$ cat config.mk
export PLATFORM = sky130hd
export DESIGN_NAME = mips_subset_executor_unit
export DESIGN_NICKNAME = d
export VERILOG_FILES = /design/src/design/mse_pkg.sv /design/src/design/mse_ram.sv /design/src/design/mse_front.sv /design/src/design/mse_queue.sv /design/src/design/mse_back.sv /design/src/design/mips_subset_executor_unit.sv
export SDC_FILE = /design/constraint.sdc
export NUM_CORES = 2
export LEC_CHECK = 0
export BUFFER_PORTS_ARGS = -buffer_cell sky130_fd_sc_hd__buf_4
export CORE_AREA = 2 2 386 388
export DETAILED_ROUTE_END_ITERATION = 10
export DIE_AREA = 0 0 388 390
export HOLD_SLACK_MARGIN = 0.1
export PLACE_DENSITY = 0.7
export SLEW_MARGIN = 25
export SYNTH_ARGS = -nofsm -noshare
export SYNTH_HDL_FRONTEND = slang
export SYNTH_SLANG_ARGS = --single-unit
$ cat constraint.sdc
create_clock -name clk -period 6.03 [get_ports clk]
set_input_delay 0.3015 -clock clk [delete_from_list [all_inputs] [get_ports clk]]
set_output_delay 0.3015 -clock clk [all_outputs]
set_load 0.005 [all_outputs]
$ cat src/design/mse_pkg.sv
`timescale 1ns / 1ps
// Shared types and constants for the MIPS subset executor.
// No dependencies; every other design file but mse_ram refers to this package by scoped names.
package mse_pkg;

    localparam int unsigned REG_COUNT  = 32;
    localparam int unsigned REG_ADDR_W = 5;
    localparam int unsigned WORD_W     = 32;
    localparam int unsigned LEN_W      = 9;

    localparam logic [WORD_W-1:0] RESET_PC = 32'h0040_0000;

    // Primary opcodes (instruction bits 31..26).
    localparam logic [5:0] OP_SPECIAL = 6'h00;
    localparam logic [5:0] OP_BEQ     = 6'h04;
    localparam logic [5:0] OP_BNE     = 6'h05;
    localparam logic [5:0] OP_ADDI    = 6'h08;
    localparam logic [5:0] OP_ANDI    = 6'h0C;

    // Function codes of the special opcode (instruction bits 5..0).
    localparam logic [5:0] FN_SLL = 6'h00;
    localparam logic [5:0] FN_SRL = 6'h02;
    localparam logic [5:0] FN_ADD = 6'h20;

    // Configuration register indexes.
    localparam logic CFG_START_ADDRESS  = 1'b0;
    localparam logic CFG_PROGRAM_LENGTH = 1'b1;

    typedef enum logic [3:0] {
        UOP_READ,
        UOP_ADD,
        UOP_ADDI,
        UOP_ANDI,
        UOP_SLL,
        UOP_SRL,
        UOP_BEQ,
        UOP_BNE,
        UOP_ILLEGAL
    } uop_kind_t;

    // One classified beat as it travels from the front end to the back end.
    typedef struct packed {
        uop_kind_t             kind;
        logic [REG_ADDR_W-1:0] rs;
        logic [REG_ADDR_W-1:0] rt;
        logic [REG_ADDR_W-1:0] dest;
        logic [4:0]            shamt;
        logic [15:0]           imm;
    } uop_t;

    // One result beat.
    typedef struct packed {
        logic [WORD_W-1:0]     next_pc;
        logic                  reg_write;
        logic [REG_ADDR_W-1:0] write_reg;
        logic [WORD_W-1:0]     write_value;
        logic                  branch_taken;
        logic                  illegal;
        logic                  past_end;
        logic [WORD_W-1:0]     read_value;
    } result_t;

endpackage

$ cat src/design/mse_ram.sv
`timescale 1ns / 1ps
// Generic RAM: one write port, two read ports with registered read data.
// No dependencies.
module mse_ram #(
    parameter int unsigned WIDTH = 32,
    parameter int unsigned DEPTH = 32
) (
    input  logic                     clk,
    input  logic                     we,
    input  logic [$clog2(DEPTH)-1:0] waddr,
    input  logic [WIDTH-1:0]         wdata,
    input  logic                     re,
    input  logic [$clog2(DEPTH)-1:0] raddr_a,
    input  logic [$clog2(DEPTH)-1:0] raddr_b,
    output logic [WIDTH-1:0]         rdata_a,
    output logic [WIDTH-1:0]         rdata_b
);

    logic [WIDTH-1:0] mem_reg [DEPTH];

    always_ff @(posedge clk)
    begin
        if (we)
        begin
            mem_reg[waddr] <= wdata;
        end
        if (re)
        begin
            rdata_a <= mem_reg[raddr_a];
            rdata_b <= mem_reg[raddr_b];
        end
    end

endmodule

$ cat src/design/mse_front.sv
`timescale 1ns / 1ps
// Front end: classifies each incoming beat into a decoded micro-op.
// Depends on mse_pkg.
module mse_front (
    input  logic                           in_valid,
    output logic                           in_ready,
    input  logic                           action,
    input  logic [31:0]                    instr,
    input  logic [mse_pkg::REG_ADDR_W-1:0] reg_index,
    output logic                           push_valid,
    input  logic                           push_ready,
    output mse_pkg::uop_t                  push_uop
);

    logic [5:0] opcode;
    logic [5:0] funct;

    assign opcode     = instr[31:26];
    assign funct      = instr[5:0];
    assign push_valid = in_valid;
    assign in_ready   = push_ready;

    always_comb
    begin
        push_uop.rs    = instr[25:21];
        push_uop.rt    = instr[20:16];
        push_uop.dest  = instr[20:16];
        push_uop.shamt = instr[10:6];
        push_uop.imm   = instr[15:0];
        push_uop.kind  = mse_pkg::UOP_ILLEGAL;
        if (action)
        begin
            // A register read reuses the first read port.
            push_uop.kind = mse_pkg::UOP_READ;
            push_uop.rs   = reg_index;
        end
        else
        begin
            unique case (opcode)
                mse_pkg::OP_SPECIAL:
                begin
                    push_uop.dest = instr[15:11];
                    unique case (funct)
                        mse_pkg::FN_ADD: push_uop.kind = mse_pkg::UOP_ADD;
                        mse_pkg::FN_SLL: push_uop.kind = mse_pkg::UOP_SLL;
                        mse_pkg::FN_SRL: push_uop.kind = mse_pkg::UOP_SRL;
                        default:         push_uop.kind = mse_pkg::UOP_ILLEGAL;
                    endcase
                end
                mse_pkg::OP_ADDI: push_uop.kind = mse_pkg::UOP_ADDI;
                mse_pkg::OP_ANDI: push_uop.kind = mse_pkg::UOP_ANDI;
                mse_pkg::OP_BEQ:  push_uop.kind = mse_pkg::UOP_BEQ;
                mse_pkg::OP_BNE:  push_uop.kind = mse_pkg::UOP_BNE;
                default:          push_uop.kind = mse_pkg::UOP_ILLEGAL;
            endcase
        end
    end

endmodule

$ cat src/design/mse_queue.sv
`timescale 1ns / 1ps
// Small FIFO of decoded micro-ops between the front end and the back end.
// Depends on mse_pkg. DEPTH must be a power of two, at least 2.
module mse_queue #(
    parameter int unsigned DEPTH = 2
) (
    input  logic          clk,
    input  logic          rst_n,
    input  logic          push_valid,
    output logic          push_ready,
    input  mse_pkg::uop_t push_uop,
    output logic          pop_valid,
    input  logic          pop_ready,
    output mse_pkg::uop_t pop_uop
);

    localparam int unsigned PTR_W = $clog2(DEPTH);
    localparam int unsigned CNT_W = $clog2(DEPTH + 1);

    mse_pkg::uop_t    slot_reg [DEPTH];
    logic [PTR_W-1:0] wr_ptr_reg;
    logic [PTR_W-1:0] wr_ptr_next;
    logic [PTR_W-1:0] rd_ptr_reg;
    logic [PTR_W-1:0] rd_ptr_next;
    logic [CNT_W-1:0] count_reg;
    logic [CNT_W-1:0] count_next;
    logic             do_push;
    logic             do_pop;

    assign push_ready = (count_reg != CNT_W'(DEPTH));
    assign pop_valid  = (count_reg != '0);
    assign pop_uop    = slot_reg[rd_ptr_reg];
    assign do_push    = push_valid && push_ready;
    assign do_pop     = pop_valid && pop_ready;

    always_comb
    begin
        wr_ptr_next = do_push ? wr_ptr_reg + PTR_W'(1) : wr_ptr_reg;
        rd_ptr_next = do_pop ? rd_ptr_reg + PTR_W'(1) : rd_ptr_reg;
        count_next  = count_reg;
        if (do_push && !do_pop)
        begin
            count_next = count_reg + CNT_W'(1);
        end
        else if (do_pop && !do_push)
        begin
            count_next = count_reg - CNT_W'(1);
        end
    end

    always_ff @(posedge clk or negedge rst_n)
    begin
        if (!rst_n)
        begin
            wr_ptr_reg <= '0;
            rd_ptr_reg <= '0;
            count_reg  <= '0;
        end
        else
        begin
            wr_ptr_reg <= wr_ptr_next;
            rd_ptr_reg <= rd_ptr_next;
            count_reg  <= count_next;
        end
    end

    always_ff @(posedge clk)
    begin
        if (do_push)
        begin
            slot_reg[wr_ptr_reg] <= push_uop;
        end
    end

endmodule

$ cat src/design/mse_back.sv
`timescale 1ns / 1ps
// Back end: register file read, execute, register file and pc update, output register.
// Depends on mse_pkg and mse_ram; also holds the two configuration registers.
module mse_back #(
    parameter int unsigned PROGRAM_WORDS = 256
) (
    input  logic                 clk,
    input  logic                 rst_n,
    input  logic                 q_valid,
    output logic                 q_ready,
    input  mse_pkg::uop_t        q_uop,
    input  logic                 cfg_write,
    input  logic                 cfg_index,
    input  logic [31:0]          cfg_data,
    output logic                 res_valid,
    input  logic                 res_ready,
    output mse_pkg::result_t     res
);

    localparam int unsigned AW = mse_pkg::REG_ADDR_W;
    localparam int unsigned LW = mse_pkg::LEN_W;

    // Issue stage to execute stage.
    logic          issue;
    logic          x_fire;
    logic          x_valid_reg;
    logic          x_valid_next;
    mse_pkg::uop_t x_uop_reg;
    logic          a_byp_reg;
    logic          a_byp_next;
    logic          b_byp_reg;
    logic          b_byp_next;
    logic          a_ok_reg;
    logic          b_ok_reg;
    logic [31:0]   byp_val_reg;

    logic [mse_pkg::REG_COUNT-1:0] written_reg;
    logic [mse_pkg::REG_COUNT-1:0] written_next;

    logic [31:0]   pc_reg;
    logic [31:0]   pc_next;
    logic [31:0]   start_reg;
    logic [31:0]   start_next;
    logic [LW-1:0] length_reg;
    logic [LW-1:0] length_next;

    logic             out_valid_reg;
    logic             out_valid_next;
    mse_pkg::result_t out_res_reg;

    logic [31:0]   ram_a;
    logic [31:0]   ram_b;
    logic [31:0]   op_a;
    logic [31:0]   op_b;
    logic [31:0]   simm;
    logic [31:0]   pc_plus4;
    logic [31:0]   x_val;
    logic [31:0]   x_npc;
    logic          x_wr_kind;
    logic          x_wr;
    logic          x_taken;
    logic          x_bad;
    logic          x_read;
    logic          ops_equal;
    logic [LW-1:0] length_eff;
    logic [32:0]   end_addr;
    logic          x_past;
    mse_pkg::result_t x_res;

    assign x_fire  = x_valid_reg && (!out_valid_reg || res_ready);
    assign q_ready = !x_valid_reg || x_fire;
    assign issue   = q_valid && q_ready;

    mse_ram #(
        .WIDTH(32),
        .DEPTH(mse_pkg::REG_COUNT)
    ) u_regfile (
        .clk     (clk),
        .we      (x_fire && x_wr),
        .waddr   (x_uop_reg.dest),
        .wdata   (x_val),
        .re      (issue),
        .raddr_a (q_uop.rs),
        .raddr_b (q_uop.rt),
        .rdata_a (ram_a),
        .rdata_b (ram_b)
    );

    // The RAM read is registered at the edge that loads the execute stage; the result written at that
    // same edge is forwarded, and never-written entries read as zero.
    always_comb
    begin
        x_valid_next = x_valid_reg;
        if (issue)
        begin
            x_valid_next = 1'b1;
        end
        else if (x_fire)
        begin
            x_valid_next = 1'b0;
        end
        a_byp_next   = x_fire && x_wr && (x_uop_reg.dest == q_uop.rs);
        b_byp_next   = x_fire && x_wr && (x_uop_reg.dest == q_uop.rt);
        written_next = written_reg;
        if (x_fire && x_wr)
        begin
            written_next[x_uop_reg.dest] = 1'b1;
        end
    end

    assign op_a = a_byp_reg ? byp_val_reg : (a_ok_reg ? ram_a : '0);
    assign op_b = b_byp_reg ? byp_val_reg : (b_ok_reg ? ram_b : '0);

    assign simm      = {{16{x_uop_reg.imm[15]}}, x_uop_reg.imm};
    assign pc_plus4  = pc_reg + 32'd4;
    assign ops_equal = (op_a == op_b);

    always_comb
    begin
        x_val     = '0;
        x_wr_kind = 1'b0;
        x_taken   = 1'b0;
        x_bad     = 1'b0;
        x_read    = 1'b0;
        unique case (x_uop_reg.kind)
            mse_pkg::UOP_READ:
            begin
                x_read = 1'b1;
            end
            mse_pkg::UOP_ADD:
            begin
                x_wr_kind = 1'b1;
                x_val     = op_a + op_b;
            end
            mse_pkg::UOP_ADDI:
            begin
                x_wr_kind = 1'b1;
                x_val     = op_a + simm;
            end
            mse_pkg::UOP_ANDI:
            begin
                x_wr_kind = 1'b1;
                x_val     = op_a & {16'h0000, x_uop_reg.imm};
            end
            mse_pkg::UOP_SLL:
            begin
                x_wr_kind = 1'b1;
                x_val     = op_b << x_uop_reg.shamt;
            end
            mse_pkg::UOP_SRL:
            begin
                x_wr_kind = 1'b1;
                x_val     = op_b >> x_uop_reg.shamt;
            end
            mse_pkg::UOP_BEQ: x_taken = ops_equal;
            mse_pkg::UOP_BNE: x_taken = !ops_equal;
            default:          x_bad   = 1'b1;
        endcase
        x_wr = x_wr_kind && (x_uop_reg.dest != '0);
    end

    always_comb
    begin
        if (x_read)
        begin
            x_npc = pc_reg;
        end
        else if (x_taken)
        begin
            x_npc = pc_plus4 + {simm[29:0], 2'b00};
        end
        else
        begin
            x_npc = pc_plus4;
        end
    end

    // Program window end, with the length clamped to the program store size.
    assign length_eff = (int'(length_reg) > int'(PROGRAM_WORDS)) ? LW'(PROGRAM_WORDS)
                                                                : length_reg;
    assign end_addr   = {1'b0, start_reg} + {{(33 - LW - 2){1'b0}}, length_eff, 2'b00};
    assign x_past     = (x_npc < start_reg) || ({1'b0, x_npc} >= end_addr);

    always_comb
    begin
        x_res.next_pc      = x_npc;
        x_res.reg_write    = x_wr;
        x_res.write_reg    = x_wr ? x_uop_reg.dest : '0;
        x_res.write_value  = x_wr ? x_val : '0;
        x_res.branch_taken = x_taken;
        x_res.illegal      = x_bad;
        x_res.past_end     = x_past;
        x_res.read_value   = x_read ? op_a : '0;
    end

    always_comb
    begin
        pc_next     = pc_reg;
        start_next  = start_reg;
        length_next = length_reg;
        if (cfg_write && (cfg_index == mse_pkg::CFG_START_ADDRESS))
        begin
            start_next = cfg_data;
            pc_next    = cfg_data;
        end
        else if (cfg_write && (cfg_index == mse_pkg::CFG_PROGRAM_LENGTH))
        begin
            length_next = cfg_data[LW-1:0];
        end
        else if (x_fire)
        begin
            pc_next = x_npc;
        end
        out_valid_next = out_valid_reg;
        if (x_fire)
        begin
            out_valid_next = 1'b1;
        end
        else if (res_ready)
        begin
            out_valid_next = 1'b0;
        end
    end

    always_ff @(posedge clk or negedge rst_n)
    begin
        if (!rst_n)
        begin
            x_valid_reg   <= 1'b0;
            written_reg   <= '0;
            pc_reg        <= mse_pkg::RESET_PC;
            start_reg     <= mse_pkg::RESET_PC;
            length_reg    <= '0;
            out_valid_reg <= 1'b0;
        end
        else
        begin
            x_valid_reg   <= x_valid_next;
            written_reg   <= written_next;
            pc_reg        <= pc_next;
            start_reg     <= start_next;
            length_reg    <= length_next;
            out_valid_reg <= out_valid_next;
        end
    end

    always_ff @(posedge clk)
    begin
        if (issue)
        begin
            x_uop_reg   <= q_uop;
            a_byp_reg   <= a_byp_next;
            b_byp_reg   <= b_byp_next;
            a_ok_reg    <= written_reg[q_uop.rs[AW-1:0]];
            b_ok_reg    <= written_reg[q_uop.rt[AW-1:0]];
            byp_val_reg <= x_val;
        end
        if (x_fire)
        begin
            out_res_reg <= x_res;
        end
    end

    assign res_valid = out_valid_reg;
    assign res       = out_res_reg;

endmodule

$ cat src/design/mips_subset_executor_unit.sv
`timescale 1ns / 1ps
// Top level of the MIPS subset executor: front end, micro-op queue, back end.
// Depends on mse_pkg, mse_front, mse_queue, mse_back and mse_ram.

// The unit executes one MIPS instruction word (add, addi, andi, sll, srl, beq,
// bne) or returns one register per input beat, and produces exactly one result
// beat for each. It sustains one beat per clock while the consumer takes every
// result: the front end decodes a beat in the cycle it is accepted and places it
// in a small queue; the back end then reads the two-read-port register file,
// executes, and writes the register file and pc while loading the output
// register. A result written by one instruction is forwarded to the next so
// back-to-back dependent instructions still run at full rate. The register file
// reads as zero after reset through per-entry written flags, so no clearing pass
// is needed. Configuration writes (start_address, which also loads pc, and
// program_length) take effect at once and are expected only while the unit is
// idle. Unknown encodings only advance pc by four and are flagged illegal.
module mips_subset_executor_unit #(
    parameter int unsigned PROGRAM_WORDS = 256,
    parameter int unsigned QUEUE_DEPTH   = 2
) (
    input  logic                           clk,
    input  logic                           rst_n,
    input  logic                           in_valid,
    output logic                           in_ready,
    input  logic                           action,
    input  logic [31:0]                    instr,
    input  logic [mse_pkg::REG_ADDR_W-1:0] reg_index,
    output logic                           out_valid,
    input  logic                           out_ready,
    output logic [31:0]                    next_pc,
    output logic                           reg_write,
    output logic [mse_pkg::REG_ADDR_W-1:0] write_reg,
    output logic [31:0]                    write_value,
    output logic                           branch_taken,
    output logic                           illegal,
    output logic                           past_end,
    output logic [31:0]                    read_value,
    input  logic                           cfg_write,
    input  logic                           cfg_index,
    input  logic [31:0]                    cfg_data
);

    logic             push_valid;
    logic             push_ready;
    mse_pkg::uop_t    push_uop;
    logic             pop_valid;
    logic             pop_ready;
    mse_pkg::uop_t    pop_uop;
    mse_pkg::result_t res;

    // Front end: handshake and classification of each beat.
    mse_front u_front (
        .in_valid   (in_valid),
        .in_ready   (in_ready),
        .action     (action),
        .instr      (instr),
        .reg_index  (reg_index),
        .push_valid (push_valid),
        .push_ready (push_ready),
        .push_uop   (push_uop)
    );

    // The queue lets the front end keep accepting while the back end is stalled
    // by the consumer, and the reverse.
    mse_queue #(
        .DEPTH(QUEUE_DEPTH)
    ) u_queue (
        .clk        (clk),
        .rst_n      (rst_n),
        .push_valid (push_valid),
        .push_ready (push_ready),
        .push_uop   (push_uop),
        .pop_valid  (pop_valid),
        .pop_ready  (pop_ready),
        .pop_uop    (pop_uop)
    );

    // Back end: register file, pc, configuration, execute and output register.
    mse_back #(
        .PROGRAM_WORDS(PROGRAM_WORDS)
    ) u_back (
        .clk       (clk),
        .rst_n     (rst_n),
        .q_valid   (pop_valid),
        .q_ready   (pop_ready),
        .q_uop     (pop_uop),
        .cfg_write (cfg_write),
        .cfg_index (cfg_index),
        .cfg_data  (cfg_data),
        .res_valid (out_valid),
        .res_ready (out_ready),
        .res       (res)
    );

    assign next_pc      = res.next_pc;
    assign reg_write    = res.reg_write;
    assign write_reg    = res.write_reg;
    assign write_value  = res.write_value;
    assign branch_taken = res.branch_taken;
    assign illegal      = res.illegal;
    assign past_end     = res.past_end;
    assign read_value   = res.read_value;

    // Register zero is never reported as written.
    a_no_zero_write: assert property (@(posedge clk) disable iff (!rst_n)
        out_valid && reg_write |-> write_reg != '0)
        else $error("register zero reported as written");

    // A taken branch or an illegal encoding never writes a register.
    a_branch_no_write: assert property (@(posedge clk) disable iff (!rst_n)
        out_valid && (branch_taken || illegal) |-> !reg_write && write_value == '0)
        else $error("branch or illegal beat wrote a register");

    // A read beat with data carries no execute side effects.
    a_read_clean: assert property (@(posedge clk) disable iff (!rst_n)
        out_valid && read_value != '0 |-> !reg_write && !branch_taken && !illegal)
        else $error("read beat shows execute side effects");

    // A queue beat offered but not taken means the back end holds a result the consumer has not taken.
    a_queue_stall: assert property (@(posedge clk) disable iff (!rst_n)
        pop_valid && !pop_ready |-> out_valid && !out_ready)
        else $error("back end stalled without a held result");

endmodule
==> flow_metrics.py <==
metrics = {
    "outcome": {
        "outcome": "complete, no violations",
    },
    "yosys": {
        "ys.flop_type": "edfxtp_1",
        "yosysWarnings": 0,
        "synth_top_area_share_pct": 53.1,
        "yosys.area.top_type": "edfxtp_1",
        "syn_inst": 5466,
        "avgSynthCellArea_um2": 13.7,
        "synth.area.top_cells": "edfxtp_1, mux4_2, nand2_1, dfrtp_1, nand3_1",
        "ys_seq_area_share_pct": 56.9,
        "synth_edf_count": 1324,
        "synthesis.area_um2": 74800,
        "synth_seq_cells": 1435,
        "synth_cell_types": 79,
        "ys_async_sr_fraction_pct": 7.74,
    },
    "layout": {
        "layout-drive-gt1-share_pct": 24.1,
        "fin_nets": 6021,
        "fin_util_pct": 58.7,
        "final_cells": 7873,
        "largest_reg_flops": 1024,
        "fin_area_um2": 86300,
        "n_fill_cell": 11300,
        "area_growth_pct": 15.4,
    },
    "worst_setup_path": {
        "cp-end-kind": "flip-flop",
        "slowest_stage": "a221oi_1",
        "cpPeakStageDelay_ns": 0.48,
        "r2r_setup_slack_ns": 0.41,
        "cp_cell_sequence": "buf_12 -> and3b_1 -> o211a_1 -> nor4_1 -> nand4_1 -> nor4_4 -> buf_4 -> mux2i_4 -> buf_12 -> buf_4 -> mux2_2 -> nor2_1 -> ha_1 -> a21o_1 -> a21o_1 -> a21oi_1 -> o21ai_0 -> a221oi_1 -> a221oi_1 -> nand4_1 -> o311ai_0",
        "start_kind": "flip-flop",
        "critical_path.max_fanout": 79,
        "cp.arrival_ns": 6.15,
        "required_ns": 6.56,
        "crit_type": "reg -> reg",
    },
    "sta": {
        "worstMarginPinSlew_ns": 1.15,
        "finalHoldViolCount": 0,
        "holdWs_ns": 0.200,
        "layout_setup_ws_ns": 0.409,
        "rsz0062_at_grt": "no",
        "max_freq_ghz": 0.178,
        "post-route-min-period_ns": 5.62,
        "finalMaxSlewViolations": 0,
        "fin_crit_sh_pct": 93.2,
        "tns_ns": 0,
        "slew_headroom_pct": 23.1,
        "setup_viol": 0,
        "fin_skew_ns": 0.0542,
    },
    "clock_network": {
        "cts_buffers": 153,
        "clock-sinks": 1435,
        "cts_max_level": 4,
        "cts_buffer_depth": 3,
        "insertion_delay_ns": 0.83,
        "root_buffer": "clkbuf_16",
        "path_clk_slew_ns": 0.06,
        "cts_tree": "done",
    },
    "detailed_routing": {
        "drc": 0,
        "wire_per_inst_um": 31.2,
        "first_pass_iters": 8,
        "vias": 52900,
        "via_per_inst": 6.72,
        "drtIter0Drc": 6907,
        "ant_nets": 0,
        "totalWireLength_mm": 246,
    },
    "power": {
        "p_switching_mw": 20.5,
        "fin_total_pwr_mw": 49.4,
        "switching_share_pct": 41.5,
        "power.internal_mw": 28.9,
        "combPwrFrac_pct": 49.6,
        "power_density_nw_per_um2": 572,
        "seqPwrFrac_pct": 31.1,
        "pwr-share-clk_pct": 19.3,
        "p_leak_nw": 31.1,
        "worst_ir_drop_vdd_mv": 0.396,
    },
    "global_route": {
        "grt_pass1_vias": 51700,
        "grt_antenna_before_repair": 15,
        "grt_max_degree": 80,
        "overflow": 0,
        "grt_pass1_wl_mm": 354,
        "grt_use_total_pct": 32.3,
    },
    "floorplan": {
        "die_w_um": 388,
        "fp-row-count": 141,
        "initial_utilization_pct": 50.8,
        "die_y_um": 390,
        "die_area_um2": 151000,
        "core-area_um2": 147000,
        "ioPinCount": 183,
    },
    "placed_design": {
        "dp_hpwl_mm": 158,
        "place_inst": 7490,
        "dp_slack_ns": 0.0638,
        "finalWeightedCongestion": 0.961,
        "dpl_cell_area_um2": 80200,
        "io_buffers": 182,
    },
    "flow_run": {
        "drv_cap": 0,
    },
    "hold_path": {
        "hp-class": "in -> reg",
    },
}
[cell usage after synthesis, drive strengths merged (8+ instances only)]
master / count
a211oi: 37
a21o: 43
a21oi: 169
a221o: 9
a221oi: 10
a222oi: 15
a22o: 16
a22oi: 16
a31oi: 17
and2: 89
and3: 18
and3b: 10
buf: 148
clkbuf: 224
dfrtp: 109
edfxtp: 1324
ha: 134
inv: 74
mux2: 64
mux2i: 59
mux4: 583
nand2: 892
nand2b: 22
nand3: 397
nand3b: 64
nand4: 48
nor2: 261
nor2b: 25
nor3: 37
nor4: 15
o211a: 12
o211ai: 24
o21a: 20
o21ai: 165
o21bai: 11
o22ai: 17
o311ai: 8
o31ai: 13
or2: 34
or3: 12
or4: 13
xnor2: 82
xor2: 45
[power groups by stage]
stage / registers (mW) / clock network [mW] / logic [mW]
finish: 15.3 / 9.53 / 24.5
global route: 15.4 / 10.0 / 26.1
CTS: 15.3 / 9.64 / 24.1
detailed placement: 15.5 / 0 / 23.9
global placement: 15.4 / 0 / 23.7
floorplan: 15.0 / 0 / 15.3
[final cells by class]
type | count | area [µm²] | area share [%]
Tap cell | 1930 | 2410 | 2.80
Timing Repair Buffer | 528 | 4790 | 5.54
Inverter | 76 | 293 | 0.339
Clock buffer | 189 | 4030 | 4.66
Clock inverter | 96 | 1040 | 1.21
Sequential cell | 1435 | 42500 | 49.3
Antenna cell | 5 | 12.5 | 0.0145
Multi-Input combinational cell | 3614 | 31200 | 36.2
[metal layers]
metal | vias to the layer above | global-route usage, % | wire, µm
met4 | 6 | 15.6 | 13000
li1 | 22000 | - | -
met3 | 681 | 6.72 | 27100
met1 | 26800 | 42.8 | 90500
met2 | 3453 | 51.1 | 115000
met5 | - | 0 | 41
[worst max-delay path, delay by kind of cell (launching register included)]
family	cells	cell delay [ns]
buffers and inverters	4	0.81
AND/OR/NAND/NOR	6	1.61
AO/OA/AOI/OAI	8	1.56
multiplexers	2	0.61
adder cells (fa/ha/maj)	1	0.31
flip-flops	1	0.37
[final timing paths]
| check | start | end | depth (start not counted) |
|---|---|---|---|
| worst min register to register | u_back.written_reg[0] | u_back.written_reg[0] | 0 |
| min in group asynchronous | rst_n | u_back.start_reg[22] | 3 |
| worst max register to register | u_back.a_byp_reg | u_back.res[32] | 21 |
| max in group asynchronous | rst_n | u_back.written_reg[16] | 4 |
| worst min-delay path | instr[31] | u_queue.slot_reg[1][22] | 4 |
| worst max-delay path | u_back.a_byp_reg | u_back.res[32] | 21 |
[cells in the final DEF (no fill, tap or decap), drive strengths merged, types with 16 or more instances in the layout]
cell type,n
edfxtp,1324
nand2,892
mux4,583
buf,446
nand3,397
nor2,261
clkbuf,189
a21oi,169
o21ai,165
ha,134
dfrtp,109
and2,89
inv,85
xnor2,82
dlygate4sd3,82
clkinv,69
nand3b,64
mux2,64
mux2i,59
nand4,48
xor2,45
a21o,43
nor3,37
a211oi,37
or2,34
conb,32
nor2b,25
o211ai,24
nand2b,22
o21a,20
and3,18
o22ai,17
a31oi,17
a22o,16
a22oi,16
[repair_timing]
action                     CTS  global route
resized for setup            0             8
hold buffers                83             0
hold endpoints to repair   187             0
setup endpoints to repair    0             1
buffers inserted             0             8
[kinds of logic (layout without fill, tap and decap cells)]
family	after synthesis	in the layout	share of synthesized area, %
simple gates	1954	1954	12.0
other cells	1	37	0.00501
fa+ha+maj	137	137	2.32
buf+inv	448	889	2.31
compound gates	658	658	5.71
flops	1435	1435	56.9
mux	706	706	19.3
xor+xnor	127	127	1.49
No activity file was read; power rests on OpenSTA's default activity.
